<file path="src/hdl/ssc_pkg.sv">
// shared types, constants and helpers of the span score closure block
package ssc_pkg;

  localparam int MAX_LEN   = 32;
  localparam int NUM_STEPS = 4;
  localparam int POS_W     = $clog2(MAX_LEN);
  localparam int STEP_W    = 2;
  localparam int LEN_W     = 6;
  localparam int NSTEP_W   = 3;
  localparam int SCORE_W   = 32;
  localparam int ADDR_W    = STEP_W + 2 * POS_W;
  localparam int DEPTH     = 1 << ADDR_W;

  typedef logic signed [SCORE_W-1:0] score_t;

  localparam score_t NEG_INF   = {1'b1, {(SCORE_W-1){1'b0}}};
  localparam score_t SCORE_MAX = {1'b0, {(SCORE_W-1){1'b1}}};
  localparam score_t SCORE_MIN = {1'b1, {(SCORE_W-2){1'b0}}, 1'b1};

  typedef enum logic [1:0] {
    MODE_LOAD  = 2'd0,
    MODE_CLOSE = 2'd1,
    MODE_QUERY = 2'd2
  } mode_t;

  typedef enum logic {
    REG_SENT_LEN  = 1'b0,
    REG_NUM_STEPS = 1'b1
  } cfg_reg_t;

  // one write and two reads per cycle toward the span table
  typedef struct packed {
    logic              we;
    logic [ADDR_W-1:0] waddr;
    score_t            wdata;
    logic [ADDR_W-1:0] ra;
    logic [ADDR_W-1:0] rb;
  } ram_req_t;

  function automatic logic [ADDR_W-1:0] cell_addr(input logic [STEP_W-1:0] st,
                                                  input logic [POS_W-1:0] s,
                                                  input logic [POS_W-1:0] e);
    return {st, s, e};
  endfunction

endpackage

</file>
<file path="src/hdl/ssc_alu.sv">
// shared saturating score adder with compare against the running best
module ssc_alu
  import ssc_pkg::*;
(
  input  score_t a,
  input  score_t b,
  input  score_t cmp,
  output score_t sum,
  output logic   gt
);

  logic signed [SCORE_W:0] wide;

  always_comb begin
    wide = $signed({a[SCORE_W-1], a}) + $signed({b[SCORE_W-1], b});
    if (a == NEG_INF || b == NEG_INF) begin
      sum = NEG_INF;
    end else if (wide[SCORE_W] != wide[SCORE_W-1]) begin
      sum = wide[SCORE_W] ? SCORE_MIN : SCORE_MAX;
    end else if (wide[SCORE_W-1:0] == NEG_INF) begin
      // minus infinity is reserved, clamp one above it
      sum = SCORE_MIN;
    end else begin
      sum = wide[SCORE_W-1:0];
    end
    gt = sum > cmp;
  end

endmodule

</file>
<file path="config.mk">
export PLATFORM = sky130hd
export DESIGN_NAME = ssc_alu
export DESIGN_NICKNAME = d
export VERILOG_FILES = /design/src/hdl/ssc_pkg.sv /design/src/hdl/ssc_alu.sv
export SDC_FILE = /design/constraint.sdc
export NUM_CORES = 1
export LEC_CHECK = 0
export BUFFER_PORTS_ARGS = -buffer_cell sky130_fd_sc_hd__buf_2
export CAP_MARGIN = 20
export CELL_PAD_IN_SITES_DETAIL_PLACEMENT = 1
export CELL_PAD_IN_SITES_GLOBAL_PLACEMENT = 1
export CORE_ASPECT_RATIO = 0.7
export CORE_MARGIN = 2
export CORE_UTILIZATION = 36
export DETAILED_ROUTE_END_ITERATION = 10
export PLACE_DENSITY_LB_ADDON = 0.1
export RECOVER_POWER = 50
export SYNTH_ARGS = -nofsm -noshare
export SYNTH_HDL_FRONTEND = slang
export SYNTH_SLANG_ARGS = --single-unit
</file>
<file path="constraint.sdc">
create_clock -name vclk -period 6.6
set_clock_uncertainty 0.05 [all_clocks]
set_input_delay 0.66 -clock vclk [all_inputs]
set_output_delay 0.66 -clock vclk [all_outputs]
set_load 0.02 [all_outputs]
</file>
* Yosys cells after proc, flatten, opt, wreduce, memory -nomap -nowiden
Index checks and enable logic that the tools add are counted.
** Storage, ports and cells
- Bits in registers :: 0
- Bits of input ports :: 96
- Output and inout bits :: 33
- Logic and storage cells :: 11
** Operators by class
- Add/subtract/negate cells :: 1
- Order comparisons :: 1
- Equal/unequal tests :: 4
- Mux-type cells :: 4
- Reduce and logical (&&, ||, !) cells :: 1
** Operators by type and width (number)
- $mux W32 :: 4
- $eq A32 B32 Y1 const B :: 3
- $add A32 B32 Y33 :: 1
- $gt A32 B32 Y1 :: 1
- $logic_or A1 B1 Y1 :: 1
- $ne A1 B1 Y1 :: 1

* Depth between registers and ports, before layout
- Word-level depth :: 6
- Depth in mapped cells :: 23
- Mapped depth without buffers :: 22

* Worst setup path before layout
Ideal clock, no wire load.
- Path type :: input to output
- From :: input port a[0]
- To :: output port gt
- Arrival time :: 5473 ps
- Data required time :: 5890 ps
- Path slack :: 417 ps
- Stages :: 23
- Buffers on the path :: 1
- Cell sequence :: ha_1 -> inv_1 -> fa_1 -> nand2b_1 -> a211oi_2 -> nor4b_4 -> o21bai_1 -> a21bo_1 -> a31o_1 -> a2111oi_0 -> a311o_1 -> buf_4 -> a21oi_1 -> ha_1 -> and3_1 -> nand4_1 -> or4b_2 -> nor3_1 -> a221oi_1 -> o21ai_0 -> a311oi_1 -> nand3b_1 -> o211a_1
** Between the ends
- Longest elaborated chain between the ends :: 6
- Elaborated cells between the ends (all ways) :: 10
- Classes of those cells :: add/sub: 1; order compare: 1; eq/ne: 3; mux: 4; reduce/logical: 1
** Ends and longest elaborated chain
- start: declaration :: line ssc_alu.sv:5 : input score_t a,
- $add A32 B32 Y33 :: line ssc_alu.sv:15 : wide = $signed({a[SCORE_W-1], a}) + $signed({b[SCORE_W-1], b});
- $eq A32 B32 Y1 :: line ssc_alu.sv:20 : end else if (wide[SCORE_W-1:0] == NEG_INF) begin
- $mux W32 :: line ssc_alu.sv:20
- $mux W32 :: line ssc_alu.sv:18 : end else if (wide[SCORE_W] != wide[SCORE_W-1]) begin
- $mux W32 * :: line ssc_alu.sv:16 : if (a == NEG_INF || b == NEG_INF) begin
- net sum[30] :: line ssc_alu.sv:8 : output score_t sum,
- $gt A32 B32 Y1 * :: line ssc_alu.sv:26 : gt = sum > cmp;
- end: declaration :: line ssc_alu.sv:9 : output logic gt
The timed path passes the listed nets; every way through them passes the cells marked *.

* Final worst setup path
- From :: input port a[0]
- To :: output port gt
** Between the ends
- Longest elaborated chain between the ends :: 6
- Elaborated cells between the ends (all ways) :: 10
- Classes of those cells :: add/sub: 1; order compare: 1; eq/ne: 3; mux: 4; reduce/logical: 1
** Ends and longest elaborated chain (line)
- $add A32 B32 Y33 :: ssc_alu.sv:15
- $eq A32 B32 Y1 :: ssc_alu.sv:20
- $mux W32 :: ssc_alu.sv:20
- $mux W32 :: ssc_alu.sv:18
- $mux W32 * :: ssc_alu.sv:16
- $gt A32 B32 Y1 * :: ssc_alu.sv:26
Every way passes the cells marked *; elsewhere a longest branch is shown, timed or not.

==> results_dict.tcl <==
set metrics [dict create \
    status "completed" \
    met1_usage_pct 36.98 \
    ant_nets 0 \
    grt.overflow.total 0 \
    pwr-share-comb_pct 100.0 \
    power_density_mw_per_mm2 149.4 \
    clockPowerShare_pct 0 \
    avgRoutedWirePerCell_um 17.76 \
    start_util_pct 36.44 \
    slew_headroom_pct 57.27 \
    worstPathArrival_ns 5.63 \
    nClkBuffers 0 \
    vias 4387 \
    seq_area_um2 0 \
    synth_common_cells "ha_1, a21oi_1, inv_1, nand2_1, nor2_1" \
    drc 0 \
    end_kind "output pin" \
    netlist_area_mm2 0.003488 \
    max_freq_mhz 157.7 \
    synth_warnings 0 \
    avgSynthCellArea_um2 6.908 \
    grt_max_degree 22 \
    fill_cells 1300 \
    p_int_w 0.0002461 \
    ys_seq_area_share_pct 0 \
    yosys.area.top_type "ha_1" \
    place_inst 761 \
    setup_violations 0 \
    period_minus_slack_ns 6.341 \
    gp_congestion 0.8612 \
    via_per_inst 5.735 \
    grtUsageMet3_pct 0.1974 \
    cp.required_ns 5.89 \
    firstDrtPassIters 4 \
    flops_and_latches 0 \
    hpwl_mm 12.06 \
    fin_setup_tns_ns 0 \
    crit_type "in -> out" \
    finalNonFillerCells 765 \
    antenna_found_initial 0 \
    hp-start "b[1]" \
    io_buffers 129 \
    critical_path.endpoint "gt" \
    synth_area_leaders "ha_1, a21oi_1, inv_1, a21o_1, o21ai_0" \
    swShare_pct 62.46 \
    drt-initial-drc-count 138 \
    fp-row-count 30 \
    vdd_drop_max_uv 80.06 \
    n_antenna_cell 0 \
    total_power_w 0.0006556 \
    hold_viol 0 \
    area_growth_syn_to_layout_pct 25.79 \
    use_met2_pct 43.21 \
    grtUsageTotal_pct 24.99 \
    synth_most_common_cell "ha_1" \
    ctsHoldBuffers 0 \
    worstSetupStartpointType "primary input" \
    die_w_um 121.7 \
    synth_cell_type_count 74 \
    netlist.area_leader.share_pct 22.96 \
    grt_pass1_wl_mm 21.50 \
    seqPwrFrac_pct 0 \
    crit_path_start "a[0]" \
    fin_crit_sh_pct 96.07 \
    grt_pass1_vias 4310 \
    synth_nets 666 \
    leakage_nw 2.175 \
    cp_max_fo 12 \
    core_area_mm2 0.009572 \
    tightestPinTransition_ns 0.6329 \
    nets 800 \
    multiInputGateArea_mm2 0.003286 \
    drv_slew 0 \
    hp-class "in -> out" \
    num_io_pins 129 \
    die_h_um 86.36 \
    syn_inst 505 \
    switchingPower_w 0.0004095 \
    drv_cap 0 \
    drive_gt1_share_pct 24.80 \
    dieArea_mm2 0.01051 \
    busiest_layer "met2" \
    wl_mm 13.59 \
]
## timing repair
| item | 4_1_cts | 5_1_grt |
|---|---|---|
| endpoints found under the hold margin | 0 | 0 |
| buffers inserted | 0 | 4 |
| gates cloned | 0 | 0 |
| gates resized for setup | 2 | 13 |
| endpoints found under the setup margin | 1 | 1 |
| pin swaps | 0 | 5 |
## critical path: stages
cell and delay (ns):
buf_2 0.09, ha_1 0.20, inv_1 0.07, fa_1 0.40
nand2b_2 0.24, a211oi_4 0.30, nor4b_4 0.08, o21bai_2 0.18
a21bo_1 0.16, a31o_1 0.22, a2111oi_2 0.09, a311o_2 0.39
buf_4 0.20, buf_4 0.18, a21oi_1 0.17, ha_1 0.27
a21o_1 0.19, a21o_1 0.17, a21o_1 0.17, a21o_1 0.18
a21oi_1 0.18, o21ai_0 0.12, a311oi_2 0.26, nand3b_1 0.14
o211a_1 0.15, buf_2 0.16
## metrics by stage
stage | instance area, um2 | utilization, % | hold WS [ns] | setup WS (ns)
2_1_floorplan | 3488 | - | 1.644 | 0.4173
3_3_place_gp | 4309 | 45.02 | 1.881 | 0.2328
3_5_place_dp | 4309 | 45.02 | 1.887 | -0.02949
4_1_cts | 4314 | 45.07 | 1.889 | 0.04299
5_1_grt | 4388 | 45.84 | 1.955 | -0.005548
6_report | 4388 | 45.84 | 1.888 | 0.2593
## worst min path at each step
stage | endpoint | slack, ns | depth (start not counted)
floorplan | sum[1] | 1.64 | 3
global placement | sum[1] | 1.88 | 5
detailed placement | sum[1] | 1.89 | 5
CTS | sum[1] | 1.89 | 5
global route | sum[1] | 1.95 | 5
finish | sum[1] | 1.89 | 5
## area by class of cell
class,instances,share of cell area [%]
Inverter,50,4.277
Multi-Input combinational cell,442,74.88
Tap cell,128,3.650
Timing Repair Buffer,145,17.19
## layout by cell type (no fill, tap or decap), types with 8 or more instances in the layout
cell type  instances
a211oi_1           8
a21o_1            22
a21oi_1           62
buf_2            114
buf_4             15
clkbuf_1          15
ha_1              64
inv_1             50
nand2_1           33
nand3_1           11
nand4_1           14
nor2_1            31
nor3_1            17
nor4_1            16
o21ai_0           25
xnor2_1            9
xor2_1            12
## routing by layer
metal,vias to the layer above,share of wire [%]
met2,108,44
met1,2067,51
met5,-,0
met4,0,0.47
met3,6,4.3
li1,2206,-
## power groups by stage
stage | sequential (W) | clock (W) | combinational (W)
5_1_grt | 0 | 0 | 0.000721
3_3_place_gp | 0 | 0 | 0.000623
4_1_cts | 0 | 0 | 0.000645
3_5_place_dp | 0 | 0 | 0.000640
2_1_floorplan | 0 | 0 | 0.000435
6_report | 0 | 0 | 0.000656
## cell families after synthesis
group / synth area share, %
fa+ha+maj: 23.53
compound gates: 37.27
buf+inv: 7.532
simple gates: 25.54
mux: 0.8609
xor+xnor: 5.273
No activity file was read; power rests on OpenSTA's default activity.
