**src/hdl/ssc_pkg.sv**
```systemverilog
// shared types, constants and helpers of the span score closure block
package ssc_pkg;

  localparam int MAX_LEN   = 32;
  localparam int NUM_STEPS = 4;
  localparam int POS_W     = $clog2(MAX_LEN);
  localparam int STEP_W    = 2;
  localparam int LEN_W     = 6;
  localparam int NSTEP_W   = 3;
  localparam int SCORE_W   = 32;
  localparam int ADDR_W    = STEP_W + 2 * POS_W;
  localparam int DEPTH     = 1 << ADDR_W;

  typedef logic signed [SCORE_W-1:0] score_t;

  localparam score_t NEG_INF   = {1'b1, {(SCORE_W-1){1'b0}}};
  localparam score_t SCORE_MAX = {1'b0, {(SCORE_W-1){1'b1}}};
  localparam score_t SCORE_MIN = {1'b1, {(SCORE_W-2){1'b0}}, 1'b1};

  typedef enum logic [1:0] {
    MODE_LOAD  = 2'd0,
    MODE_CLOSE = 2'd1,
    MODE_QUERY = 2'd2
  } mode_t;

  typedef enum logic {
    REG_SENT_LEN  = 1'b0,
    REG_NUM_STEPS = 1'b1
  } cfg_reg_t;

  // one write and two reads per cycle toward the span table
  typedef struct packed {
    logic              we;
    logic [ADDR_W-1:0] waddr;
    score_t            wdata;
    logic [ADDR_W-1:0] ra;
    logic [ADDR_W-1:0] rb;
  } ram_req_t;

  function automatic logic [ADDR_W-1:0] cell_addr(input logic [STEP_W-1:0] st,
                                                  input logic [POS_W-1:0] s,
                                                  input logic [POS_W-1:0] e);
    return {st, s, e};
  endfunction

endpackage

```
**src/hdl/ssc_seq.sv**
```systemverilog
// sequencer: clearing pass, loads, closure walk, coverage query and result
module ssc_seq
  import ssc_pkg::*;
(
  input  logic               clk,
  input  logic               rst_n,
  input  logic               start,
  output logic               busy,
  input  logic [1:0]         in_mode,
  input  logic [STEP_W-1:0]  in_step_index,
  input  logic [POS_W-1:0]   in_span_start,
  input  logic [POS_W-1:0]   in_span_end,
  input  score_t             in_span_value,
  input  logic [31:0]        in_coverage,
  input  logic               in_last_step,
  input  logic               cfg_we,
  input  logic               cfg_index,
  input  logic [LEN_W-1:0]   cfg_wdata,
  output ram_req_t           ram_req,
  input  score_t             rd_a,
  input  score_t             rd_b,
  output score_t             alu_a,
  output score_t             alu_b,
  output score_t             alu_cmp,
  input  score_t             alu_sum,
  input  logic               alu_gt,
  output logic               out_valid,
  output score_t             out_future_score,
  output logic               out_closure_done
);

  typedef enum logic [3:0] {
    S_CLEAR, S_IDLE,
    C_SPAN, C_PAIR, C_DRAIN, C_WRITE, C_ACK,
    Q_WALK, Q_DRAIN, Q_FIN
  } state_t;

  state_t            state_r, state_nxt;
  logic [ADDR_W-1:0] clr_cnt_r, clr_cnt_nxt;
  logic [LEN_W-1:0]  len_r, len_nxt;
  logic [NSTEP_W-1:0] steps_r, steps_nxt;
  logic [STEP_W-1:0] step_r, step_nxt;
  logic [POS_W-1:0]  d_r, d_nxt;
  logic [POS_W-1:0]  s_r, s_nxt;
  logic [POS_W-1:0]  j_r, j_nxt;
  logic [POS_W-1:0]  p_r, p_nxt;
  logic [POS_W-1:0]  run_start_r, run_start_nxt;
  logic              open_r, open_nxt;
  logic [31:0]       cov_r, cov_nxt;
  logic              last_r, last_nxt;
  logic              head_vld_r, head_vld_nxt;
  logic              pair_vld_r, pair_vld_nxt;
  logic              add_vld_r, add_vld_nxt;
  score_t            best_r, best_nxt;
  score_t            acc_r, acc_nxt;
  logic              out_valid_r, out_valid_nxt;
  score_t            out_score_r, out_score_nxt;
  logic              out_done_r, out_done_nxt;

  logic [LEN_W-1:0]   len_use;
  logic [NSTEP_W-1:0] steps_use;
  logic               accept;
  logic               in_active;
  logic [POS_W-1:0]   e_pos;
  logic               unc;
  logic               last_pos;

  assign len_use   = (len_r > LEN_W'(MAX_LEN)) ? LEN_W'(MAX_LEN) : len_r;
  assign steps_use = (steps_r > NSTEP_W'(NUM_STEPS)) ? NSTEP_W'(NUM_STEPS) : steps_r;
  assign busy      = (state_r != S_IDLE);
  assign accept    = start && !busy;
  assign in_active = {1'b0, in_step_index} < steps_use;
  assign e_pos     = s_r + d_r;
  assign unc       = !cov_r[p_r];
  assign last_pos  = ({1'b0, p_r} == len_use - LEN_W'(1));

  // shared adder: query accumulates, closure joins two subspans
  assign alu_a   = add_vld_r ? acc_r : rd_a;
  assign alu_b   = add_vld_r ? rd_a : rd_b;
  assign alu_cmp = best_r;

  assign out_valid        = out_valid_r;
  assign out_future_score = out_score_r;
  assign out_closure_done = out_done_r;

  always_comb begin
    state_nxt     = state_r;
    clr_cnt_nxt   = clr_cnt_r;
    len_nxt       = len_r;
    steps_nxt     = steps_r;
    step_nxt      = step_r;
    d_nxt         = d_r;
    s_nxt         = s_r;
    j_nxt         = j_r;
    p_nxt         = p_r;
    run_start_nxt = run_start_r;
    open_nxt      = open_r;
    cov_nxt       = cov_r;
    last_nxt      = last_r;
    head_vld_nxt  = 1'b0;
    pair_vld_nxt  = 1'b0;
    add_vld_nxt   = 1'b0;
    best_nxt      = best_r;
    acc_nxt       = acc_r;
    out_valid_nxt = 1'b0;
    out_score_nxt = out_score_r;
    out_done_nxt  = out_done_r;
    ram_req       = '0;

    if (cfg_we) begin
      unique case (cfg_reg_t'(cfg_index))
        REG_SENT_LEN:  len_nxt   = cfg_wdata;
        REG_NUM_STEPS: steps_nxt = cfg_wdata[NSTEP_W-1:0];
        default: ;
      endcase
    end

    // data returned by the table in the cycle after the read
    if (head_vld_r) begin
      best_nxt = rd_a;
    end else if (pair_vld_r && alu_gt) begin
      best_nxt = alu_sum;
    end
    if (add_vld_r) begin
      acc_nxt = alu_sum;
    end

    unique case (state_r)
      S_CLEAR: begin
        ram_req.we    = 1'b1;
        ram_req.waddr = clr_cnt_r;
        ram_req.wdata = NEG_INF;
        clr_cnt_nxt   = clr_cnt_r + ADDR_W'(1);
        if (&clr_cnt_r) begin
          state_nxt = S_IDLE;
        end
      end
      S_IDLE: begin
        if (accept) begin
          step_nxt = in_step_index;
          unique case (mode_t'(in_mode))
            MODE_LOAD: begin
              if (in_active && in_span_start <= in_span_end &&
                  {1'b0, in_span_end} < len_use) begin
                ram_req.we    = 1'b1;
                ram_req.waddr = cell_addr(in_step_index, in_span_start, in_span_end);
                ram_req.wdata = in_span_value;
              end
            end
            MODE_CLOSE: begin
              d_nxt = POS_W'(1);
              s_nxt = '0;
              if (in_active && len_use >= LEN_W'(2)) begin
                state_nxt = C_SPAN;
              end else begin
                state_nxt = C_ACK;
              end
            end
            MODE_QUERY: begin
              p_nxt    = '0;
              open_nxt = 1'b0;
              cov_nxt  = in_coverage;
              last_nxt = in_last_step;
              if (in_active && len_use != '0) begin
                state_nxt = Q_WALK;
              end else begin
                state_nxt = Q_FIN;
              end
            end
            default: ;
          endcase
        end
      end
      C_SPAN: begin
        ram_req.ra   = cell_addr(step_r, s_r, e_pos);
        head_vld_nxt = 1'b1;
        j_nxt        = s_r;
        state_nxt    = C_PAIR;
      end
      C_PAIR: begin
        ram_req.ra   = cell_addr(step_r, s_r, j_r);
        ram_req.rb   = cell_addr(step_r, j_r + POS_W'(1), e_pos);
        pair_vld_nxt = 1'b1;
        if (j_r == e_pos - POS_W'(1)) begin
          state_nxt = C_DRAIN;
        end else begin
          j_nxt = j_r + POS_W'(1);
        end
      end
      C_DRAIN: begin
        state_nxt = C_WRITE;
      end
      C_WRITE: begin
        ram_req.we    = 1'b1;
        ram_req.waddr = cell_addr(step_r, s_r, e_pos);
        ram_req.wdata = best_r;
        // next span of this length, else first span of the next length
        if ({2'b0, s_r} + {2'b0, d_r} + 7'd1 < {1'b0, len_use}) begin
          s_nxt     = s_r + POS_W'(1);
          state_nxt = C_SPAN;
        end else if ({1'b0, d_r} + LEN_W'(1) < len_use) begin
          d_nxt     = d_r + POS_W'(1);
          s_nxt     = '0;
          state_nxt = C_SPAN;
        end else begin
          state_nxt = C_ACK;
        end
      end
      C_ACK: begin
        out_valid_nxt = 1'b1;
        out_score_nxt = '0;
        out_done_nxt  = 1'b1;
        state_nxt     = S_IDLE;
      end
      Q_WALK: begin
        if (unc && !open_r) begin
          run_start_nxt = p_r;
          open_nxt      = 1'b1;
        end
        if (!unc && open_r) begin
          // run closed by a covered position
          ram_req.ra  = cell_addr(step_r, run_start_r, p_r - POS_W'(1));
          add_vld_nxt = 1'b1;
          open_nxt    = 1'b0;
        end
        if (last_pos) begin
          if (unc) begin
            ram_req.ra  = cell_addr(step_r, open_r ? run_start_r : p_r, p_r);
            add_vld_nxt = 1'b1;
          end
          state_nxt = Q_DRAIN;
        end else begin
          p_nxt = p_r + POS_W'(1);
        end
      end
      Q_DRAIN: begin
        state_nxt = Q_FIN;
      end
      Q_FIN: begin
        if (last_r) begin
          out_valid_nxt = 1'b1;
          out_score_nxt = acc_r;
          out_done_nxt  = 1'b0;
          acc_nxt       = '0;
        end
        state_nxt = S_IDLE;
      end
      default: begin
        state_nxt = S_IDLE;
      end
    endcase
  end

  always_ff @(posedge clk) begin
    if (!rst_n) begin
      state_r     <= S_CLEAR;
      clr_cnt_r   <= '0;
      len_r       <= LEN_W'(32);
      steps_r     <= NSTEP_W'(1);
      open_r      <= 1'b0;
      last_r      <= 1'b0;
      head_vld_r  <= 1'b0;
      pair_vld_r  <= 1'b0;
      add_vld_r   <= 1'b0;
      acc_r       <= '0;
      out_valid_r <= 1'b0;
      out_done_r  <= 1'b0;
    end else begin
      state_r     <= state_nxt;
      clr_cnt_r   <= clr_cnt_nxt;
      len_r       <= len_nxt;
      steps_r     <= steps_nxt;
      open_r      <= open_nxt;
      last_r      <= last_nxt;
      head_vld_r  <= head_vld_nxt;
      pair_vld_r  <= pair_vld_nxt;
      add_vld_r   <= add_vld_nxt;
      acc_r       <= acc_nxt;
      out_valid_r <= out_valid_nxt;
      out_done_r  <= out_done_nxt;
    end
    step_r      <= step_nxt;
    d_r         <= d_nxt;
    s_r         <= s_nxt;
    j_r         <= j_nxt;
    p_r         <= p_nxt;
    run_start_r <= run_start_nxt;
    cov_r       <= cov_nxt;
    best_r      <= best_nxt;
    out_score_r <= out_score_nxt;
  end

endmodule

```
**config.mk**
```make
export PLATFORM = sky130hd
export DESIGN_NAME = ssc_seq
export DESIGN_NICKNAME = d
export VERILOG_FILES = /design/src/hdl/ssc_pkg.sv /design/src/hdl/ssc_seq.sv
export SDC_FILE = /design/constraint.sdc
export NUM_CORES = 1
export LEC_CHECK = 0
export ABC_AREA = 1
export BUFFER_PORTS_ARGS = -buffer_cell sky130_fd_sc_hd__buf_2
export CORE_ASPECT_RATIO = 0.6
export CORE_MARGIN = 2
export CORE_UTILIZATION = 25
export DETAILED_ROUTE_END_ITERATION = 8
export HOLD_SLACK_MARGIN = 0.08
export PLACE_DENSITY = 0.56
export SYNTH_ARGS = -nofsm -noshare
export SYNTH_HDL_FRONTEND = slang
export SYNTH_SLANG_ARGS = --single-unit
export TNS_END_PERCENT = 20
```
**constraint.sdc**
```tcl
create_clock -name clk -period 3.3 [get_ports clk]
set_input_delay 0.165 -clock clk [delete_from_list [all_inputs] [get_ports clk]]
set_output_delay 0.165 -clock clk [all_outputs]
set_load 0.01 [all_outputs]
```
Word level (Yosys, flattened, before mapping). Index checks and enable logic that the tools add are counted.

Add/sub/neg operators: 12. Multipliers: 0. Div/mod/pow operators: 0. $lt $le $gt $ge: 9. Eq/ne operators: 28. Shifts and indexed selects: 0. Multiplexer cells: 63. Bitwise operators: 1. Reduce and logical (&&, ||, !) cells: 33.

Operators by type and width (number): 2-to-1 mux 32 bit (8); 2-to-1 mux 45 bit (3); case mux 45 bit (3 select lines) (1); 2-to-1 mux 5 bit (13); case mux 32 bit (2 select lines) (1); 2-to-1 mux 12 bit (4); case mux 5 bit (2 select lines) (4); case mux 12 bit (3 select lines) (1); case mux 4 bit (8 select lines) (1); adder 5 x 1 -> 5 bit, second input constant (4); 2-to-1 mux 4 bit (5); != test 2 bit, second input constant (10); equality test 4 x 3 -> 1 bit, second input constant (4); AND reduction 2 bit (7); adder 12 x 1 -> 12 bit, second input constant (1); 2-to-1 mux 1 bit (12); 2-to-1 mux 3 bit (4); AND reduction 12 bit (1); AND reduction 4 bit (3); AND reduction 5 bit (2); nonzero test 2 bit (5); subtractor 5 x 1 -> 5 bit, second input constant (2); equality test 4 x 2 -> 1 bit, second input constant (2); equality test 4 bit, second input constant (2); other kinds (34) (46).

Bits in registers: 187. Bits in latches: 0. Bits in writable memories: 0. ROM bits: 0. Output and inout port bits: 200. Word-level logic and storage cells: 167. Memories: 0.

Longest topological paths before layout. Gate-level depths: netlist of the first run.

Depth after elaboration: 9. Gate-level depth with buffers: 19.

Worst setup path before layout of the first run. Ideal clock, no wire load.

Kind: register to register. From: reg d_r[0]. To: reg s_r[0], enable pin. Library setup time: 0.351 ns. Data arrival time: 2.631 ns. Data required time: 2.949 ns. Path slack: 0.318 ns. Cell stages (with the launch flop): 14. Buffers on the path: 0. Clock period less this slack: 2.982 ns. Cells stage by stage: edfxtp_1 -> inv_1 -> ha_1 -> fa_1 -> o31ai_1 -> xor2_1 -> ha_1 -> nand2_1 -> inv_1 -> o21ai_0 -> nand3b_1 -> nor2_1 -> inv_1 -> a21oi_1.

Word-level cells in the longest chain between the ends: 5. Elaborated cells on any way between the ends: 7.

Ends and longest elaborated chain: from (decl) (RTL line ssc_seq.sv:43) `logic [POS_W-1:0] d_r, d_nxt;`; from (signal assigned) (RTL line ssc_seq.sv:283) `d_r <= d_nxt;`; adder 5 x 5 -> 6 bit (RTL line ssc_seq.sv:198) `if ({2'b0, s_r} + {2'b0, d_r} + 7'd1 < {1'b0, len_use}) begin`; adder 6 x 1 -> 7 bit (RTL line ssc_seq.sv:198); less-than comparator 7 x 6 -> 1 bit (RTL line ssc_seq.sv:198); != test 3 bit (no source line) (*); AND reduction 4 bit (no source line) (*); to (signal assigned) (RTL line ssc_seq.sv:284) `s_r <= s_nxt;`; to (decl) (RTL line ssc_seq.sv:44) `logic [POS_W-1:0] s_r, s_nxt;`.

Mark *: on every way between the ends. The rest lies on a longest branch, timed or not. A chain may end at the register's enable or synchronous reset.

==> key figures, run 1 <==
Cells and area
  • Layout area overhead: 40.88%
  • Commonest non-fill, non-tap cell in the layout: buf_2
  • Fin util: about 36%
  • # diodes: 0
  • Share of post-route cells with drive strength above 1: approximately 28%
  • Area of the multi-input gates: 0.004807 mm^2
  • # nets final: 2,090
  • Most frequent cells in the layout: buf_2, nand2_1, inv_1
  • Fill cells: 4,533
  • Reg area: 0.004980 mm^2

Placement
  • Post-place setup slack: ~0.15 ns
  • PortBufs: between 300 and 400
  • Routability congestion estimate: between 0.9 and 1
  • Hpwl dp: ~32,000 um

Pwr
  • PD cells: between 300 and 400 mW/mm^2
  • Comb pwr share: 10.0%
  • P_int: between 0.003 and 0.004 W
  • Fraction of power consumed by sequential logic: between 40% and 50%
  • Total power: between 0.005 and 0.006 W
  • Lkg Pwr: around 6.7 nW
  • IR Drop Worst-Case VDD: 286.6 uV
  • Sw frac: between 20% and 30%
  • Sw power: between 0.001 and 0.0015 W
  • Clock power frac: ~42%

Timing
  • Worst slew pin tran: ~0.99 ns
  • RSZ-0062 raised after global routing: yes
  • Final period util: between 90% and 100%
  • Worst slew margin: between 30% and 40%
  • Fmax: around 320 MHz
  • Clock skew: between 0.01 and 0.015 ns
  • TNS Setup: 0 ns
  • Setup slack after layout: between 0.1 and 0.15 ns
  • Max-slew violation count: 0
  • Final setup viols: 0
  • Final hold vios: 0
  • Minimum clock period: around 3.2 ns

Logic synthesis
  • Syn nets: around 1.6k
  • Mapped Cells: 1,380
  • Synthesized area: 0.01091 mm^2
  • FFs w/ async S/R, synth: 0%
  • Unique masters post-synth: 50
  • Sequential cell area fraction in the yosys report: 45.59%
  • Number of flops mapped to enable cells by yosys: about 120
  • Flops & latches, synth: about 190
  • Average cell area after synthesis: between 7 and 8 um^2
  • Post-synth top flop: edfxtp_1
  • Synthesis warning total: 0

Detailed routing
  • DRT Pass-1 Iters: 5
  • Via Count: roughly 11k
  • Avg WL per Cell: approximately 17 um
  • Detail Route Antenna Nets: 0
  • DRC viols: 0
  • Vias/cell: ~4.5
  • Initial DRC count: ~800
  • Wirelength, routed: roughly 42,000 um

Clocking
  • Number of H-tree levels: 4
  • Clk buf depth: 2
  • Clk_lat worst skew: between 0.4 and 0.5 ns
  • Clk root buf: clkbuf_16
  • Worst-path clk slew: around 0.080 ns
  • CTS tree: done
  • Clock sinks: ~190
  • Inserted Clock Buffers: 17

Worst setup path
  • Critical path startpoint: len_r[5]
  • Critical Path RT: ~3.1 ns
  • CP Cell Sequence: inv_2 > nand2_2 > ha_1 > a21oi_1 > nor2_1 > nor3b_4 > nand3_4 > buf_12 > o21ai_2 > buf_2
  • Critical path class: flop to output pin
  • Critical Path End Type: output pin
  • Bufs and invs on worst path: 3
  • Slowest-stage cell, CP: ha_1
  • Crit path DAT: 3.00 ns
  • Worst Path Max Fanout: 33
  • Worst setup path end: ram_req[49]
  • CP max stage delay: 0.34 ns
  • Critical Path Start Type: flop
  • Worst flop-to-flop path endpoint: s_r[4]
  • RR Startpoint: d_r[2]
  • Worst reg-to-reg setup slack: around 0.18 ns
  • Path depth of the worst reg2reg path: 13
  • CP Depth: 10
  • Top cell family by delay on the critical path: simple AND/OR/NAND/NOR gates

Run
  • MaxCap Viol Count: 0

Global routing
  • Largest net degree at the start of global routing: 83
  • GRT Total Usage: around 18%
  • Initial antenna violation count: 1
  • Grt ovf: 0
  • First-pass GRT wire length: about 63,000 um
  • Vias in the first global route: around 11k

Die
  • Rows: between 50 and 60
  • # IOs: 387
  • Die X: ~270 um
  • Die height: 165.8 um
  • Core outline area: ~0.043 mm^2
  • Initial Util: between 20% and 30%
  • Die area: 0.04539 mm^2

Outcome
  • Status: finished clean

Hold path
  • Min-Delay Path Class: input port to flop
  • Worst hold start: rd_a[27]
[flip-flops by register name, indices dropped and copies added, names as in the netlist, 2 cells and up]
name and count:
cov_r 32, steps_r 3, len_r 6, d_r 5, out_future_score 32, step_r 2, clr_cnt_r 12, state_r 4
p_r 5, alu_cmp 32, run_start_r 5, s_r 5, j_r 5, acc_r 32
[area by class of cell]
type                    count  share of cell area [%]
clock inverters            12                  0.9279
multi-input cells         897                   31.27
inverters                 232                   5.763
repair buffers            528                   21.89
well taps                 579                   4.713
flip-flops and latches    187                   32.39
clock buffers              20                   3.044
[worst reg2reg max path, cell delays in order (launching register included)]
cell and delay [ns]:
edfxtp_1 0.48, ha_1 0.49, nand2_1 0.08, o21ai_0 0.34, a21oi_1 0.11, o21bai_1 0.22, ha_1 0.28, and3_1 0.14
nand2_1 0.06, nand3b_1 0.12, nor2_2 0.14, inv_2 0.08, a21oi_1 0.14, buf_4 0.16
[cell families (layout without fill, tap and decap cells)]
| kind of cell | after synthesis | in the layout | synth area share [%] |
|---|---|---|---|
| AOI/OAI and AO/OA | 302 | 302 | 17.14 |
| xor gates and xnor gates | 12 | 12 | 0.9632 |
| adders and majority gates | 40 | 40 | 4.724 |
| buffers and inverters | 296 | 792 | 10.74 |
| DFF | 187 | 187 | 45.59 |
| muxes | 1 | 1 | 0.1032 |
| and+or+nand+nor | 542 | 542 | 20.73 |
[cell usage after synthesis, types with 3 or more instances]
master	n	area share, %
a211oi_1	35	2.4
a21boi_0	3	0.21
a21oi_1	70	3.2
buf_2	10	0.46
buf_6	6	0.62
clkbuf_1	46	1.6
dfxtp_1	64	12
edfxtp_1	123	34
ha_1	38	4.4
inv_1	226	7.8
inv_2	5	0.17
nand2_1	250	8.6
nand2_2	5	0.29
nand3_1	58	2.7
nand4_1	15	0.86
nor2_1	188	6.5
nor2_4	4	0.41
nor3_1	11	0.50
o21ai_0	123	5.6
o21ai_1	3	0.14
o21ai_2	33	2.6
o21bai_1	3	0.21
o221ai_1	5	0.40
o221ai_2	7	0.96
o22ai_1	8	0.46
xnor2_1	5	0.40
xor2_1	7	0.56
[power groups by stage]
stage	logic, W	registers, W	clock network (W)
after global placement	0.000409	0.00255	0
after global routing	0.000571	0.00249	0.00234
final	0.000520	0.00249	0.00219
after detailed placement	0.000415	0.00255	0
after CTS	0.000519	0.00249	0.00224
after floorplan	0.000192	0.00255	0
[worst min path at each step]
| stage | depth (start not counted) | slack (ns) | to |
|---|---|---|---|
| finish | 3 | 0.11 | alu_cmp[27] |
| global route | 3 | 0.1 | alu_cmp[27] |
| CTS | 3 | 0.09 | alu_cmp[27] |
| detailed placement | 1 | 0.34 | cov_r[4] |
| global placement | 1 | 0.34 | cov_r[11] |
| floorplan | 0 | 0.26 | cov_r[0] |
[what timing repair did]
item,4_1_cts,5_1_grt
gates resized for setup,0,21
endpoints found under the hold margin,106,0
setup buffers,0,10
endpoints found under the setup margin,0,17
hold buffers,105,0
[per-stage QoR]
step / area [um^2] / std cells / hold WS (ns)
2_1_floorplan: 10910 / 1380 / 0.2639
4_1_cts: 15190 / 2443 / 0.09060
3_5_place_dp: 13530 / 2306 / 0.3436
6_report: 15370 / 2455 / 0.1066
5_1_grt: 15370 / 2455 / 0.09986
3_3_place_gp: 13530 / 2306 / 0.3429
[routing by layer]
layer | global-route usage, % | up-vias | wire, um
met4 | 4.182 | 2 | 597
met1 | 24.96 | 5262 | 19630
met3 | 3.036 | 26 | 2011
met5 | 0 | - | 13
li1 | - | 5503 | -
met2 | 29.04 | 287 | 19590
(Power assumes the default switching activity.)
==> run 2, diff against run 1 <==
==> constraint.sdc (replaced) <==
create_clock -name clk -period 3.3 [get_ports clk]
set_input_delay 0.66 -clock clk [delete_from_list [all_inputs] [get_ports clk]]
set_output_delay 0.66 -clock clk [all_outputs]
set_load 0.01 [all_outputs]
==> run 2 against run 1 <==
  * The flow now finishes with violations (setup timing)
  * Worst hold slack improved by 0.27 ns
  * Sequential share of layout area up 1.5 points
  * Global-route usage grew 0.34 points
  * Final cell count shrank 3.1%
  * Final area decreased by 4.4%
  * Clock power is 6% lower
  * Clock skew is essentially flat
  * Routed wire length is 1.8% higher
  * Sequential power hardly changed
  * Critical endpoint is now ram_req[16]
  * Largest power group unchanged
==> key figures, run 2 (same netlist as run 1, synthesis figures left out) <==
Worst setup path
  • RR Startpoint: d_r[0]
  • CP Cell Sequence: clkinv_4 > buf_12 > o21ai_1 > nand2_1 > a21oi_2 > nand4_1 > nand2_2 > inv_2 > ha_4 > o21ai_2 > a21oi_2 > o21ai_1 > nand2_1 > o211ai_1 > nand2_1 > buf_2
  • Critical Path End Type: output pin
  • Critical path startpoint: p_r[0]
  • Critical Path Most Common Cell: nand2_1
  • Worst Path Max Fanout: 9
  • Path depth of the worst reg2reg path: 14
  • CP max stage delay: around 0.55 ns
  • Critical Path RT: between 2 and 3 ns
  • Critical Path Start Type: flop
  • Slowest-stage cell, CP: edfxtp_1
  • Worst setup path end: ram_req[16]
  • Crit path DAT: around 2.8 ns
  • Worst reg-to-reg setup slack: around 0.23 ns
  • Critical path class: flop to output pin
  • Worst flop-to-flop path endpoint: state_r[0]

Run
  • MaxCap Viol Count: 0

Cells and area
  • Layout area overhead: 34.70%
  • Finished Layout Cells: ~2.4k
  • Commonest non-fill, non-tap cell in the layout: buf_2
  • Most frequent cells in the layout: buf_2, nand2_1, inv_1
  • Share of post-route cells with drive strength above 1: ~33%
  • Final instance area: 0.01470 mm^2
  • # nets final: between 2k and 2.5k

Timing
  • RSZ-0062 raised after global routing: yes
  • Setup slack after layout: -0.1506 ns
  • Minimum clock period: between 3 and 4 ns
  • Fmax: 289.8 MHz
  • Final period util: 104.6%
  • Worst slew pin tran: between 0.9 and 1 ns
  • Final hold vios: 0
  • Clock skew: around 0.014 ns
  • Final setup viols: 7
  • Worst slew margin: a little over a third
  • Max-slew violation count: 0

Placement
  • Placed Area: between 0.01 and 0.015 mm^2
  • PortBufs: ~390
  • Inst Count DP: roughly 2.3k
  • Routability congestion estimate: about 0.93
  • Hpwl dp: 33,610 um

Die
  • # IOs: about 390
  • Die area: about 0.045 mm^2
  • Die X: approximately 270 um
  • Rows: 59
  • Core outline area: about 0.043 mm^2
  • Die height: roughly 170 um
  • Initial Util: 25.27%

Global routing
  • Grt ovf: 0
  • Largest net degree at the start of global routing: between 70 and 80
  • Vias in the first global route: just over 10k
  • GRT Total Usage: 18.31%
  • Initial antenna violation count: 7
  • First-pass GRT wire length: approximately 63,000 um

Pwr
  • P_int: 0.003681 W
  • Sw frac: a little over a quarter
  • Lkg Pwr: around 6.5 nW
  • Sw power: between 0.001 and 0.0015 W
  • PD cells: 339.9 mW/mm^2
  • Clock power frac: between 40 and 50%
  • Comb pwr share: under 10%
  • Fraction of power consumed by sequential logic: approximately 50%
  • IR Drop Worst-Case VDD: 302.7 uV

Hold path
  • Min-Delay Path Class: input port to flop
  • Hold-critical path depth: 1

Detailed routing
  • Vias/cell: approximately 4.6
  • Initial DRC count: ~1.1k
  • DRC viols: 0
  • Avg WL per Cell: between 15 and 20 um
  • Detail Route Antenna Nets: 0
  • DRT Pass-1 Iters: 7
  • Via Count: roughly 11k
  • Wirelength, routed: roughly 43,000 um

Clocking
  • Clk root buf: clkbuf_16
  • Clk_lat worst skew: between 0.4 and 0.5 ns
  • Inserted Clock Buffers: 17
  • Clk buf depth: 2
  • Worst-path clk slew: ~0.08 ns
  • CTS tree: done
  • Number of H-tree levels: 4
  • Clock sinks: approximately 190

Outcome
  • Status: finished with violations
  • Failing checks: setup timing
run 2: cell types whose count changed in the layout (fill, tap and decap cells not counted), moves of 6 or more:
cell,delta
dlygate4sd3_1,-105
buf_4,+17
o21ai_0,-15
o21ai_1,+11
nand2_1,-8
nand2_4,+7
diode_2,+6
run 2: worst min path at each step:
stage | slack (ns) | startpoint | end
global placement | 0.46 | clr_cnt_r[0] | clr_cnt_r[0]
global route | 0.35 | in_coverage[4] | cov_r[4]
floorplan | 0.42 | p_r[2] | run_start_r[2]
CTS | 0.36 | in_coverage[21] | cov_r[21]
finish | 0.38 | in_coverage[1] | cov_r[1]
detailed placement | 0.47 | p_r[4] | run_start_r[4]
run 2: routing by layer:
layer	GRT usage [%]	vias to the layer above	part of all wire, %
met5	0	-	0.031
met4	4.253	2	1.6
met3	3.644	40	5.8
met2	29.69	328	48
met1	25.02	5235	45
li1	-	5348	-
run 2: timing repair:
action | in CTS | in global routing
resized for setup | 26 | 67
hold buffers | 0 | 0
pin swaps | 10 | 17
gates cloned | 2 | 1
buffers inserted | 7 | 10
setup endpoints to repair | 57 | 69
run 2: metrics by stage:
step	setup slack [ns]	power, W	setup TNS, ns	util, %	hold WS, ns
after global placement	0.02369	0.002964	0	31.60	0.4579
final	-0.1506	0.004996	-0.3507	34.03	0.3788
after CTS	-0.09232	0.005015	-0.2486	33.19	0.3590
after global routing	-0.3103	0.005177	-2.690	34.02	0.3532
after floorplan	0.3160	0.002737	0	-	0.4206
after detailed placement	-0.001895	0.002970	-0.001895	31.60	0.4723
run 2: area by class of cell:
class,instances,area (um^2)
Fill cell,4592,28490
Multi-Input combinational cell,898,5034
Sequential cell,187,4985
Timing Repair Buffer,444,2485
Inverter,232,885.9
Tap cell,579,724.4
Clock buffer,19,432.9
Clock inverter,13,136.4
Antenna cell,6,15.01
run 2: power groups by stage:
stage          Clock [W]  Combinational, W  Sequential [W]
2_1_floorplan          0          0.000192         0.00255
3_3_place_gp           0          0.000418         0.00255
3_5_place_dp           0          0.000423         0.00255
4_1_cts          0.00209          0.000431         0.00249
5_1_grt          0.00218          0.000500         0.00250
6_report         0.00205          0.000452         0.00250
run 2: critical path: cells and delay by family, from the launching register on:
| kind | cells | cell delay [ns] |
|---|---|---|
| buffers and inverters | 4 | 0.47 |
| and+or+nand+nor | 5 | 0.44 |
| adders and majority gates | 1 | 0.17 |
| AOI/OAI and AO/OA | 6 | 0.70 |
| DFF | 1 | 0.55 |
